<file path="config.mk">
export PLATFORM = sky130hd
export DESIGN_NAME = zchar_text_encoder
export DESIGN_NICKNAME = d
export VERILOG_FILES = /design/src/rtl/zte_pkg.sv /design/src/rtl/zte_fifo.sv /design/src/rtl/zte_front.sv /design/src/rtl/zte_back.sv /design/src/rtl/zchar_text_encoder.sv
export SDC_FILE = /design/constraint.sdc
export NUM_CORES = 2
export LEC_CHECK = 0
export BUFFER_PORTS_ARGS = -buffer_cell sky130_fd_sc_hd__buf_2
export CAP_MARGIN = 20
export CORE_MARGIN = 4
export CORE_UTILIZATION = 45
export DETAILED_ROUTE_END_ITERATION = 8
export GPL_ROUTABILITY_DRIVEN = 0
export MAX_ROUTING_LAYER = met4
export PLACE_DENSITY_LB_ADDON = 0.25
export REMOVE_ABC_BUFFERS = 1
export SLEW_MARGIN = 20
export SYNTH_ARGS = -nofsm -noshare
export SYNTH_HDL_FRONTEND = slang
export SYNTH_SLANG_ARGS = --single-unit
export TNS_END_PERCENT = 50
</file>
<file path="constraint.sdc">
create_clock -name clk -period 30.6 [get_ports clk]
set_input_delay 0 -clock clk [delete_from_list [all_inputs] [get_ports clk]]
set_output_delay 0 -clock clk [all_outputs]
set_load 0.1 [all_outputs]
</file>
<file path="src/rtl/zte_pkg.sv">
// types, constants and helpers for the z-character text encoder
// no dependencies; imported by every module of the block
package zte_pkg;

  localparam int ALPHABET_ENTRIES = 78;
  localparam int CHAR_CODES       = 256;
  localparam int SET_SIZE         = 26;
  localparam int TAB_AW           = $clog2(CHAR_CODES);

  localparam int Q_DEPTH = 4;
  localparam int Q_AW    = $clog2(Q_DEPTH);

  localparam int CFG_AW = 3;
  localparam logic [CFG_AW-3:0] REG_PERM_SHIFT = '0;

  localparam logic [4:0]  ZC_SPACE     = 5'd0;
  localparam logic [4:0]  ZC_TEMP_BASE = 5'd3;
  localparam logic [4:0]  ZC_SHIFT2    = 5'd5;
  localparam logic [4:0]  ZC_ESCAPE    = 5'd6;
  localparam logic [6:0]  ZC_CODE_BASE = 7'd6;
  localparam logic [7:0]  CHAR_SPACE   = 8'h20;
  localparam logic [1:0]  PCNT_FULL    = 2'd3;

  typedef enum logic [2:0] {
    CMD_CLEAR  = 3'd0,
    CMD_LOAD   = 3'd1,
    CMD_START  = 3'd2,
    CMD_ENCODE = 3'd3,
    CMD_FINISH = 3'd4
  } cmd_e;

  typedef enum logic [1:0] {
    Q_START  = 2'd0,
    Q_ENCODE = 2'd1,
    Q_FINISH = 2'd2
  } qop_e;

  typedef struct packed {
    logic [2:0] cmd;
    logic [7:0] character;
    logic [7:0] next_character;
    logic [6:0] alphabet_position;
    logic [4:0] required_length;
  } in_t;

  typedef struct packed {
    logic [15:0] packed_word;
    logic        last_word;
  } out_t;

  // classified item handed from front to back
  typedef struct packed {
    qop_e       op;
    logic [7:0] ch;
    logic [4:0] rlen;
    logic [6:0] entry;    // set<<5 | code, zero when unmapped
    logic       lock_ok;  // next byte is mapped and non-zero
    logic [1:0] nset;
  } qent_t;

  typedef struct packed {
    logic full;
    logic empty;
  } q_stat_t;

  // table entry for an alphabet slot, slot assumed below ALPHABET_ENTRIES
  function automatic logic [6:0] slot_entry(input logic [6:0] pos);
    logic [1:0] s;
    logic [6:0] c;
    if (pos >= 7'(2 * SET_SIZE)) begin
      s = 2'd2;
      c = pos - 7'(2 * SET_SIZE) + ZC_CODE_BASE;
    end else if (pos >= 7'(SET_SIZE)) begin
      s = 2'd1;
      c = pos - 7'(SET_SIZE) + ZC_CODE_BASE;
    end else begin
      s = 2'd0;
      c = pos + ZC_CODE_BASE;
    end
    return {s, c[4:0]};
  endfunction

endpackage

</file>
<file path="src/rtl/zte_fifo.sv">
// short queue of classified items between front and back
// depends on zte_pkg
module zte_fifo (
  input  logic            clk,
  input  logic            rst_n,
  input  logic            push,
  input  zte_pkg::qent_t  push_data,
  input  logic            pop,
  output zte_pkg::qent_t  pop_data,
  output zte_pkg::q_stat_t stat
);
  import zte_pkg::*;

  qent_t           mem_r [Q_DEPTH];
  logic [Q_AW-1:0] wr_ptr_r;
  logic [Q_AW-1:0] rd_ptr_r;
  logic [Q_AW:0]   cnt_r;

  function automatic logic [Q_AW-1:0] ptr_inc(input logic [Q_AW-1:0] p);
    return (p == Q_AW'(Q_DEPTH - 1)) ? '0 : p + 1'b1;
  endfunction

  assign stat.full  = (cnt_r == (Q_AW + 1)'(Q_DEPTH));
  assign stat.empty = (cnt_r == '0);
  assign pop_data   = mem_r[rd_ptr_r];

  always_ff @(posedge clk) begin
    if (push) begin
      mem_r[wr_ptr_r] <= push_data;
    end
  end

  always_ff @(posedge clk) begin
    if (!rst_n) begin
      wr_ptr_r <= '0;
      rd_ptr_r <= '0;
      cnt_r    <= '0;
    end else begin
      if (push) wr_ptr_r <= ptr_inc(wr_ptr_r);
      if (pop) rd_ptr_r <= ptr_inc(rd_ptr_r);
      if (push && !pop) cnt_r <= cnt_r + 1'b1;
      else if (pop && !push) cnt_r <= cnt_r - 1'b1;
    end
  end

endmodule

</file>
<file path="src/rtl/zte_front.sv">
// front end: takes input beats, owns the alphabet table, classifies items
// depends on zte_pkg; feeds zte_fifo
module zte_front (
  input  logic           clk,
  input  logic           rst_n,
  input  logic           in_valid,
  input  zte_pkg::in_t   in_data,
  output logic           in_stall,
  input  logic           q_full,
  output logic           push,
  output zte_pkg::qent_t push_data
);
  import zte_pkg::*;

  logic [6:0]            tab_mem [CHAR_CODES];
  logic [CHAR_CODES-1:0] vld_r;

  logic        s1_valid_r;
  qop_e        s1_op_r;
  logic [7:0]  s1_ch_r;
  logic [7:0]  s1_nxt_r;
  logic [4:0]  s1_rlen_r;
  logic [6:0]  rd_a_r;
  logic [6:0]  rd_b_r;
  logic        va_r;
  logic        vb_r;

  cmd_e              cmd;
  logic              accept;
  logic              queued;
  qop_e              op;
  logic              a_in_range;
  logic              b_in_range;
  logic [TAB_AW-1:0] ia;
  logic [TAB_AW-1:0] ib;
  logic              load_ok;
  logic              clear;
  logic [6:0]        entry_a;

  assign cmd        = cmd_e'(in_data.cmd);
  assign in_stall   = s1_valid_r && q_full;
  assign accept     = in_valid && !in_stall;
  assign a_in_range = (9'(in_data.character) < 9'(CHAR_CODES));
  assign b_in_range = (9'(in_data.next_character) < 9'(CHAR_CODES));
  assign ia         = in_data.character[TAB_AW-1:0];
  assign ib         = in_data.next_character[TAB_AW-1:0];
  assign clear      = accept && (cmd == CMD_CLEAR);
  assign load_ok    = accept && (cmd == CMD_LOAD) && (in_data.character != '0) &&
                      a_in_range && (in_data.alphabet_position < 7'(ALPHABET_ENTRIES));

  always_comb begin
    queued = 1'b1;
    op     = Q_START;
    unique case (cmd)
      CMD_START:  op = Q_START;
      CMD_ENCODE: op = Q_ENCODE;
      CMD_FINISH: op = Q_FINISH;
      default:    queued = 1'b0;
    endcase
  end

  // table with two registered read ports, one per byte of the beat
  always_ff @(posedge clk) begin
    if (load_ok) begin
      tab_mem[ia] <= slot_entry(in_data.alphabet_position);
    end
    if (accept) begin
      rd_a_r <= tab_mem[ia];
      rd_b_r <= tab_mem[ib];
    end
  end

  always_ff @(posedge clk) begin
    if (!rst_n) begin
      vld_r <= '0;
    end else if (clear) begin
      vld_r <= '0;
    end else if (load_ok) begin
      vld_r[ia] <= 1'b1;
    end
  end

  always_ff @(posedge clk) begin
    if (accept) begin
      s1_op_r   <= op;
      s1_ch_r   <= in_data.character;
      s1_nxt_r  <= in_data.next_character;
      s1_rlen_r <= in_data.required_length;
      va_r      <= vld_r[ia] && a_in_range;
      vb_r      <= vld_r[ib] && b_in_range;
    end
  end

  always_ff @(posedge clk) begin
    if (!rst_n) begin
      s1_valid_r <= 1'b0;
    end else if (accept) begin
      s1_valid_r <= queued;
    end else if (push) begin
      s1_valid_r <= 1'b0;
    end
  end

  assign push    = s1_valid_r && !q_full;
  assign entry_a = va_r ? rd_a_r : '0;

  always_comb begin
    push_data.op      = s1_op_r;
    push_data.ch      = s1_ch_r;
    push_data.rlen    = s1_rlen_r;
    push_data.entry   = entry_a;
    push_data.lock_ok = (s1_nxt_r != '0) && vb_r && (rd_b_r[4:0] != '0);
    push_data.nset    = rd_b_r[6:5];
  end

endmodule

</file>
<file path="src/rtl/zte_back.sv">
// back end: expands items into z-characters, packs words, holds the output beat
// depends on zte_pkg; fed by zte_fifo
module zte_back (
  input  logic             clk,
  input  logic             rst_n,
  input  logic             perm_shift,
  input  zte_pkg::qent_t   q_data,
  input  zte_pkg::q_stat_t q_stat,
  output logic             pop,
  output logic             out_valid,
  output zte_pkg::out_t    out_data,
  input  logic             out_stall
);
  import zte_pkg::*;

  typedef enum logic [3:0] {
    ST_IDLE   = 4'b0001,
    ST_ZCHARS = 4'b0010,
    ST_PAD    = 4'b0100,
    ST_LAST   = 4'b1000
  } st_t;

  typedef struct packed {
    logic [4:0][4:0] zs;
    logic [2:0]      len;
    logic [1:0]      set;
  } zlist_t;

  st_t             st_r, st_nxt;
  logic [4:0][4:0] list_r, list_nxt;
  logic [2:0]      len_r, len_nxt;
  logic [2:0]      idx_r, idx_nxt;
  logic [1:0]      set_r, set_nxt;
  logic [14:0]     pword_r, pword_nxt;
  logic [1:0]      pcnt_r, pcnt_nxt;
  logic [7:0]      zcnt_r, zcnt_nxt;
  logic [4:0]      lim_r, lim_nxt;
  logic            out_valid_r;
  out_t            out_data_r;

  zlist_t      bl;
  logic        out_free;
  logic        at_limit;
  logic        step_ok;
  logic        do_put;
  logic [4:0]  z;
  logic        emit;
  out_t        emit_data;
  logic [14:0] fin_w;

  // z-character sequence for one byte, plus the set left behind
  function automatic zlist_t build_list(input qent_t e, input logic [1:0] cur,
                                        input logic ps);
    zlist_t     r;
    logic [2:0] n;
    logic [1:0] s;
    logic [4:0] code;
    logic [1:0] cset;
    r.zs = '0;
    n    = '0;
    s    = cur;
    code = e.entry[4:0];
    cset = e.entry[6:5];
    if (e.ch == CHAR_SPACE) begin
      r.zs[n] = ZC_SPACE;
      n = n + 1'b1;
    end else if (code == '0) begin
      // unmapped byte goes out as shifts to set 2 where needed, then escape and two halves
      if (s == 2'd1) begin
        r.zs[n] = ZC_SHIFT2;
        n = n + 1'b1;
        s = 2'd0;
      end
      if (s == 2'd0) begin
        r.zs[n] = ZC_SHIFT2;
        n = n + 1'b1;
      end
      r.zs[n] = ZC_ESCAPE;
      n = n + 1'b1;
      r.zs[n] = {2'b00, e.ch[7:5]};
      n = n + 1'b1;
      r.zs[n] = e.ch[4:0];
      n = n + 1'b1;
    end else begin
      if ((cset != s) && (s != 2'd0)) begin
        // shift back towards set 0 from a locked set
        r.zs[n] = ZC_TEMP_BASE + 5'd3 - {3'b000, s};
        n = n + 1'b1;
        s = 2'd0;
      end
      if (cset != s) begin
        r.zs[n] = ZC_TEMP_BASE + {3'b000, cset};
        n = n + 1'b1;
        if (ps && e.lock_ok && (e.nset == cset)) begin
          r.zs[n] = ZC_TEMP_BASE + {3'b000, cset};
          n = n + 1'b1;
          s = cset;
        end
      end
      r.zs[n] = code;
      n = n + 1'b1;
    end
    r.len = n;
    r.set = s;
    return r;
  endfunction

  assign bl       = build_list(q_data, set_r, perm_shift);
  assign out_free = !out_valid_r || !out_stall;
  assign at_limit = (lim_r != '0) && (zcnt_r >= {3'b000, lim_r});
  assign step_ok  = at_limit || (pcnt_r != PCNT_FULL) || out_free;

  // final word padded with shifts to three z-characters
  always_comb begin
    case (pcnt_r)
      2'd0:    fin_w = {ZC_SHIFT2, ZC_SHIFT2, ZC_SHIFT2};
      2'd1:    fin_w = {pword_r[4:0], ZC_SHIFT2, ZC_SHIFT2};
      2'd2:    fin_w = {pword_r[9:0], ZC_SHIFT2};
      default: fin_w = pword_r;
    endcase
  end

  always_comb begin
    st_nxt    = st_r;
    list_nxt  = list_r;
    len_nxt   = len_r;
    idx_nxt   = idx_r;
    set_nxt   = set_r;
    pword_nxt = pword_r;
    pcnt_nxt  = pcnt_r;
    zcnt_nxt  = zcnt_r;
    lim_nxt   = lim_r;
    pop       = 1'b0;
    do_put    = 1'b0;
    z         = ZC_SPACE;
    emit      = 1'b0;
    emit_data = '0;

    unique case (st_r)
      ST_IDLE: begin
        if (!q_stat.empty) begin
          pop = 1'b1;
          case (q_data.op)
            Q_START: begin
              lim_nxt   = q_data.rlen;
              zcnt_nxt  = '0;
              pword_nxt = '0;
              pcnt_nxt  = '0;
              set_nxt   = '0;
            end
            Q_ENCODE: begin
              list_nxt = bl.zs;
              len_nxt  = bl.len;
              set_nxt  = bl.set;
              idx_nxt  = '0;
              st_nxt   = ST_ZCHARS;
            end
            Q_FINISH: st_nxt = ST_PAD;
            default: ;
          endcase
        end
      end
      ST_ZCHARS: begin
        z = list_r[idx_r];
        if (step_ok) begin
          do_put = 1'b1;
          if (idx_r == len_r - 3'd1) st_nxt = ST_IDLE;
          else idx_nxt = idx_r + 3'd1;
        end
      end
      ST_PAD: begin
        z = ZC_SHIFT2;
        if ((lim_r == '0) || at_limit) st_nxt = ST_LAST;
        else if (step_ok) do_put = 1'b1;
      end
      ST_LAST: begin
        if (out_free) begin
          emit                  = 1'b1;
          emit_data.packed_word = {1'b1, fin_w};
          emit_data.last_word   = 1'b1;
          pword_nxt             = '0;
          pcnt_nxt              = '0;
          zcnt_nxt              = '0;
          set_nxt               = '0;
          st_nxt                = ST_IDLE;
        end
      end
      default: st_nxt = ST_IDLE;
    endcase

    // pack one z-character; a full word leaves only when another arrives
    if (do_put && !at_limit) begin
      if (pcnt_r == PCNT_FULL) begin
        emit                  = 1'b1;
        emit_data.packed_word = {1'b0, pword_r};
        emit_data.last_word   = 1'b0;
        pword_nxt             = {10'b0, z};
        pcnt_nxt              = 2'd1;
      end else begin
        pword_nxt = {pword_r[9:0], z};
        pcnt_nxt  = pcnt_r + 2'd1;
      end
      if (zcnt_r != 8'hff) zcnt_nxt = zcnt_r + 8'd1;
    end
  end

  always_ff @(posedge clk) begin
    if (!rst_n) begin
      st_r    <= ST_IDLE;
      set_r   <= '0;
      pword_r <= '0;
      pcnt_r  <= '0;
      zcnt_r  <= '0;
      lim_r   <= '0;
      idx_r   <= '0;
    end else begin
      st_r    <= st_nxt;
      set_r   <= set_nxt;
      pword_r <= pword_nxt;
      pcnt_r  <= pcnt_nxt;
      zcnt_r  <= zcnt_nxt;
      lim_r   <= lim_nxt;
      idx_r   <= idx_nxt;
    end
  end

  always_ff @(posedge clk) begin
    list_r <= list_nxt;
    len_r  <= len_nxt;
  end

  always_ff @(posedge clk) begin
    if (!rst_n) begin
      out_valid_r <= 1'b0;
    end else if (emit) begin
      out_valid_r <= 1'b1;
    end else if (!out_stall) begin
      out_valid_r <= 1'b0;
    end
  end

  always_ff @(posedge clk) begin
    if (emit) out_data_r <= emit_data;
  end

  assign out_valid = out_valid_r;
  assign out_data  = out_data_r;

endmodule

</file>
<file path="src/rtl/zchar_text_encoder.sv">
// path: an accepted beat is registered in the front stage, then pushed into the back end queue
// throughput: front takes one beat a cycle while the four-entry queue has room;
// back takes one item at a time: a start, an encode of 1..5 z-characters, or a finish with
// padding and the final word; the packer takes one z-character per cycle unless the output stalls
// reset: synchronous, clears control state and the alphabet valid bits, no clearing pass
// top level: config register, front end, queue and back end; depends on zte_pkg
module zchar_text_encoder (
  input  logic                       clk,
  input  logic                       rst_n,
  input  logic                       in_valid,
  input  zte_pkg::in_t               in_data,
  output logic                       in_stall,
  output logic                       out_valid,
  output zte_pkg::out_t              out_data,
  input  logic                       out_stall,
  input  logic                       psel,
  input  logic                       penable,
  input  logic                       pwrite,
  input  logic [zte_pkg::CFG_AW-1:0] paddr,
  input  logic [31:0]                pwdata,
  output logic [31:0]                prdata,
  output logic                       pready
);
  import zte_pkg::*;

  logic    perm_shift_r;
  logic    push;
  qent_t   push_data;
  logic    pop;
  qent_t   q_data;
  q_stat_t q_stat;
  logic    reg_hit;

  assign pready  = 1'b1;
  assign reg_hit = (paddr[CFG_AW-1:2] == REG_PERM_SHIFT);
  assign prdata  = reg_hit ? {31'b0, perm_shift_r} : '0;

  always_ff @(posedge clk) begin
    if (!rst_n) begin
      perm_shift_r <= 1'b0;
    end else if (psel && penable && pwrite && pready && reg_hit) begin
      perm_shift_r <= pwdata[0];
    end
  end

  zte_front u_front (
    .clk       (clk),
    .rst_n     (rst_n),
    .in_valid  (in_valid),
    .in_data   (in_data),
    .in_stall  (in_stall),
    .q_full    (q_stat.full),
    .push      (push),
    .push_data (push_data)
  );

  zte_fifo u_fifo (
    .clk       (clk),
    .rst_n     (rst_n),
    .push      (push),
    .push_data (push_data),
    .pop       (pop),
    .pop_data  (q_data),
    .stat      (q_stat)
  );

  zte_back u_back (
    .clk        (clk),
    .rst_n      (rst_n),
    .perm_shift (perm_shift_r),
    .q_data     (q_data),
    .q_stat     (q_stat),
    .pop        (pop),
    .out_valid  (out_valid),
    .out_data   (out_data),
    .out_stall  (out_stall)
  );

endmodule

</file>
==> flow_metrics.env <==
export IMPL_status="complete, no violations"
export IMPL_stdcell_area_sq_um=117000
export IMPL_synth_largest_area_cell="edfxtp_1"
export IMPL_firstDrtPassIters=6
export IMPL_report_final_slew_viol_count=0
export IMPL_drive_gt1_share_pct=28.8
export IMPL_muxShareOfSynthArea_pct=26.3
export IMPL_endpoint_kind="register"
export IMPL_grt_overflow=0
export IMPL_ff2ff_path_depth=10
export IMPL_worstHoldStart="in_data[11]"
export IMPL_grt_pass1_wl_mm=452
export IMPL_htree_levels=4
export IMPL_critical_path_most_common_cell="buf_4"
export IMPL_syn_avg_cell_area_sq_um=18.3
export IMPL_max_cap_viol_count=0
export IMPL_fin_ws_ps=25540
export IMPL_worst_pin_slew_ps=1240
export IMPL_initial_core_util_pct=45.3
export IMPL_cts_buffers=232
export IMPL_dp_slack_ps=24920
export IMPL_setup_viol=0
export IMPL_area_growth_pct=11.1
export IMPL_syn_inst=5766
export IMPL_cts_tree="built"
export IMPL_grt_pass1_vias=59900
export IMPL_synth_adder_area_share_pct=0.434
export IMPL_worstHoldPathType="primary input to register"
export IMPL_critPathLaunchType="primary input"
export IMPL_track_usage_pct=26.9
export IMPL_antenna_found_initial=8
export IMPL_synth_compound_area_share_pct=5.33
export IMPL_drcViolationCount=0
export IMPL_syn_cell_area_sq_um=105000
export IMPL_synthArstFlopShare_pct=0
export IMPL_avgRoutedWirePerCell_microns=35.0
export IMPL_synthXorXnorAreaFrac_pct=0.115
export IMPL_die_h_microns=492
export IMPL_fp_dieW_microns=492
export IMPL_ys_seq_area_share_pct=62.1
export IMPL_synth_seq_cells=2282
export IMPL_coreArea_sq_um=233000
export IMPL_clock_path_buffers=3
export IMPL_finalCriticalPeriod_ps=5060
export IMPL_yosys_most_used_dff="edfxtp_1"
export IMPL_max_vdd_ir_drop_mv=0.0596
export IMPL_max_clock_freq_ghz=0.197
export IMPL_path_max_fanout=85
export IMPL_synthMostInstantiatedCell="edfxtp_1"
export IMPL_row_count=177
export IMPL_cellPowerDensity_nw_per_um2=60.3
export IMPL_fin_util_pct=50.3
export IMPL_synthSimpleGateAreaFrac_pct=3.36
export IMPL_critPathArrivalTime_ps=5780
export IMPL_totalWireLength_mm=320
export IMPL_synth_edff_count=1975
export IMPL_ys_warn_count=0
export IMPL_viasPerCell=6.66
export IMPL_rrSetupSlack_ps=26490
export IMPL_finalNetCount=5902
export IMPL_clk_pin_slew_ps=60
export IMPL_yosys_top_cells_count="edfxtp_1, mux4_2, nor2_1"
export IMPL_netlist_area_leader_share_pct=56.3
export IMPL_grt_max_degree=197
export IMPL_maxSlewHeadroom_pct=17.2
export IMPL_drtAntennaViolNets=0
export IMPL_leakage_nw=37.0
export IMPL_cts_root_buf="clkbuf_16"
export IMPL_die_area_sq_um=242000
export IMPL_min_period_over_period_pct=16.5
export IMPL_rsz0062_at_grt="no"
export IMPL_cts_sinks=2282
export IMPL_critPathKind="primary input to register"
export IMPL_final_hold_viol_count=0
export IMPL_cts_resized=0
export IMPL_crit_chain="buf_8 -> buf_4 -> buf_4 -> buf_12 -> buf_4 -> mux2i_1 -> o221ai_1 -> a21oi_1 -> a211oi_1 -> and3b_1 -> nor3_1"
export IMPL_vias=60900
export IMPL_finalClockSkew_ps=64.3
export IMPL_yosys_top_cells_area="edfxtp_1, mux4_2, dfxtp_1"
export IMPL_max_stage_delay_ps=1050
export IMPL_crit_required_ps=31320
export IMPL_placed_cell_area_sq_um=109000
export IMPL_clk_latency_ps=910
export IMPL_finalSetupTns_ps=0
export IMPL_dp_hpwl_mm=205
export IMPL_startpoint="in_data[13]"
export IMPL_yosysUniqueCellTypes=74
export IMPL_critPathSlowestCell="a211oi_1"
export IMPL_drt_iter0_markers=8038
export IMPL_timing_rr_end="u_back.list_r[7]$_SDFFCE_PN0P_"
export IMPL_endpoint="u_front.rd_b_r[5]$_DFFE_PP_"
export IMPL_io_buffers=59
export IMPL_ioPinCount=125
export IMPL_synth_top_family_by_area="multiplexers"
report_power, final:
group	total (W)	switching, W	leakage [nW]	internal (W)
Clock	0.00287	0.00124	3.77	0.00163
Combinational	0.000722	0.000471	12.9	0.000251
Sequential	0.00347	0.0000198	20.3	0.00345
placed cells by master (no fill, tap or decap), types with 30 or more instances in the layout:
cell,Yosys,routed
nor2_1,349,336
mux2i_1,212,212
clkinv_1,0,30
conb_1,2,39
o21ai_0,42,42
o22ai_1,44,44
o221ai_1,41,41
dlygate4sd3_1,0,45
buf_2,135,51
edfxtp_1,1975,1975
a22oi_1,99,99
o21a_1,256,256
buf_4,89,112
mux4_2,1125,1125
a21oi_1,121,120
clkbuf_16,0,234
dfxtp_1,307,306
nand2_1,132,120
inv_1,41,38
clkbuf_1,215,73
clkinv_2,0,43
nand3_1,104,100
ha_1,35,35
worst min path at each step:
| stage | endpoint | slack (ps) | depth (start not counted) |
|---|---|---|---|
| after floorplan | u_back.st_r[0]$_SDFFE_PN1P_ | 90 | 1 |
| after global placement | u_front.s1_rlen_r[1]$_DFFE_PP_ | 180 | 1 |
| after detailed placement | u_front.s1_rlen_r[3]$_DFFE_PP_ | 180 | 1 |
| after CTS | u_front.s1_nxt_r[4]$_DFFE_PP_ | 2 | 2 |
| after global routing | u_front.s1_nxt_r[4]$_DFFE_PP_ | 20 | 2 |
| final | u_front.tab_mem[0][6]$_DFFE_PP_ | 40 | 3 |
sequential cells by signal, summed over array words and instances, names as in the netlist, 8 cells and up, named ones only:
signal and count:
u_back.list_r 25, u_back.out_data 16, u_back.pword_r 15, u_back.zcnt_r 8, u_fifo.mem_r 100, u_front.s1_ch_r 8, u_front.s1_nxt_r 8, u_front.tab_mem 1792
u_front.vld_r 256
layer usage:
metal	up-vias	track usage [%]	wire [microns]
li1	24300	-	-
met1	32700	35.5	122000
met2	3269	41.0	153000
met3	552	5.61	31200
met4	0	10.9	14900
met5	-	-	0
final cells by class:
type                            instances  area (sq um)
Antenna cell                           14          35.0
Tap cell                             3132          3920
Inverter                               41           161
Clock buffer                          334          6500
Clock inverter                        109          1240
Timing Repair Buffer                  234          2030
Multi-Input combinational cell       3002         37800
Fill cell                           18800        116000
Sequential cell                      2282         65500
cells by family after synthesis:
group / after synthesis
compound gates: 783
buf+inv: 519
flops: 2282
simple gates: 772
mux: 1359
fa+ha+maj: 36
xor+xnor: 13
other cells: 2
critical path, delay by kind of cell:
| kind | cells | cell delay (ps) |
|---|---|---|
| and+or+nand+nor | 2 | 700 |
| muxes | 1 | 170 |
| AOI/OAI and AO/OA | 3 | 1480 |
| buffers and inverters | 5 | 3020 |
repair_timing:
item,4_1_cts,5_1_grt
hold buffers,44,1
setup endpoints to repair,0,0
buffers inserted,0,0
hold endpoints to repair,246,43
per-stage QoR:
stage | total power, W | instances | hold slack (ps)
2_1_floorplan | 0.00394 | 5325 | 91.3
5_1_grt | 0.00726 | 9144 | 21.3
4_1_cts | 0.00709 | 9131 | 2.36
3_5_place_dp | 0.00425 | 8644 | 178
6_report | 0.00706 | 9148 | 43.8
3_3_place_gp | 0.00423 | 8643 | 180
Note: power is estimated with default switching activity, not from simulation.
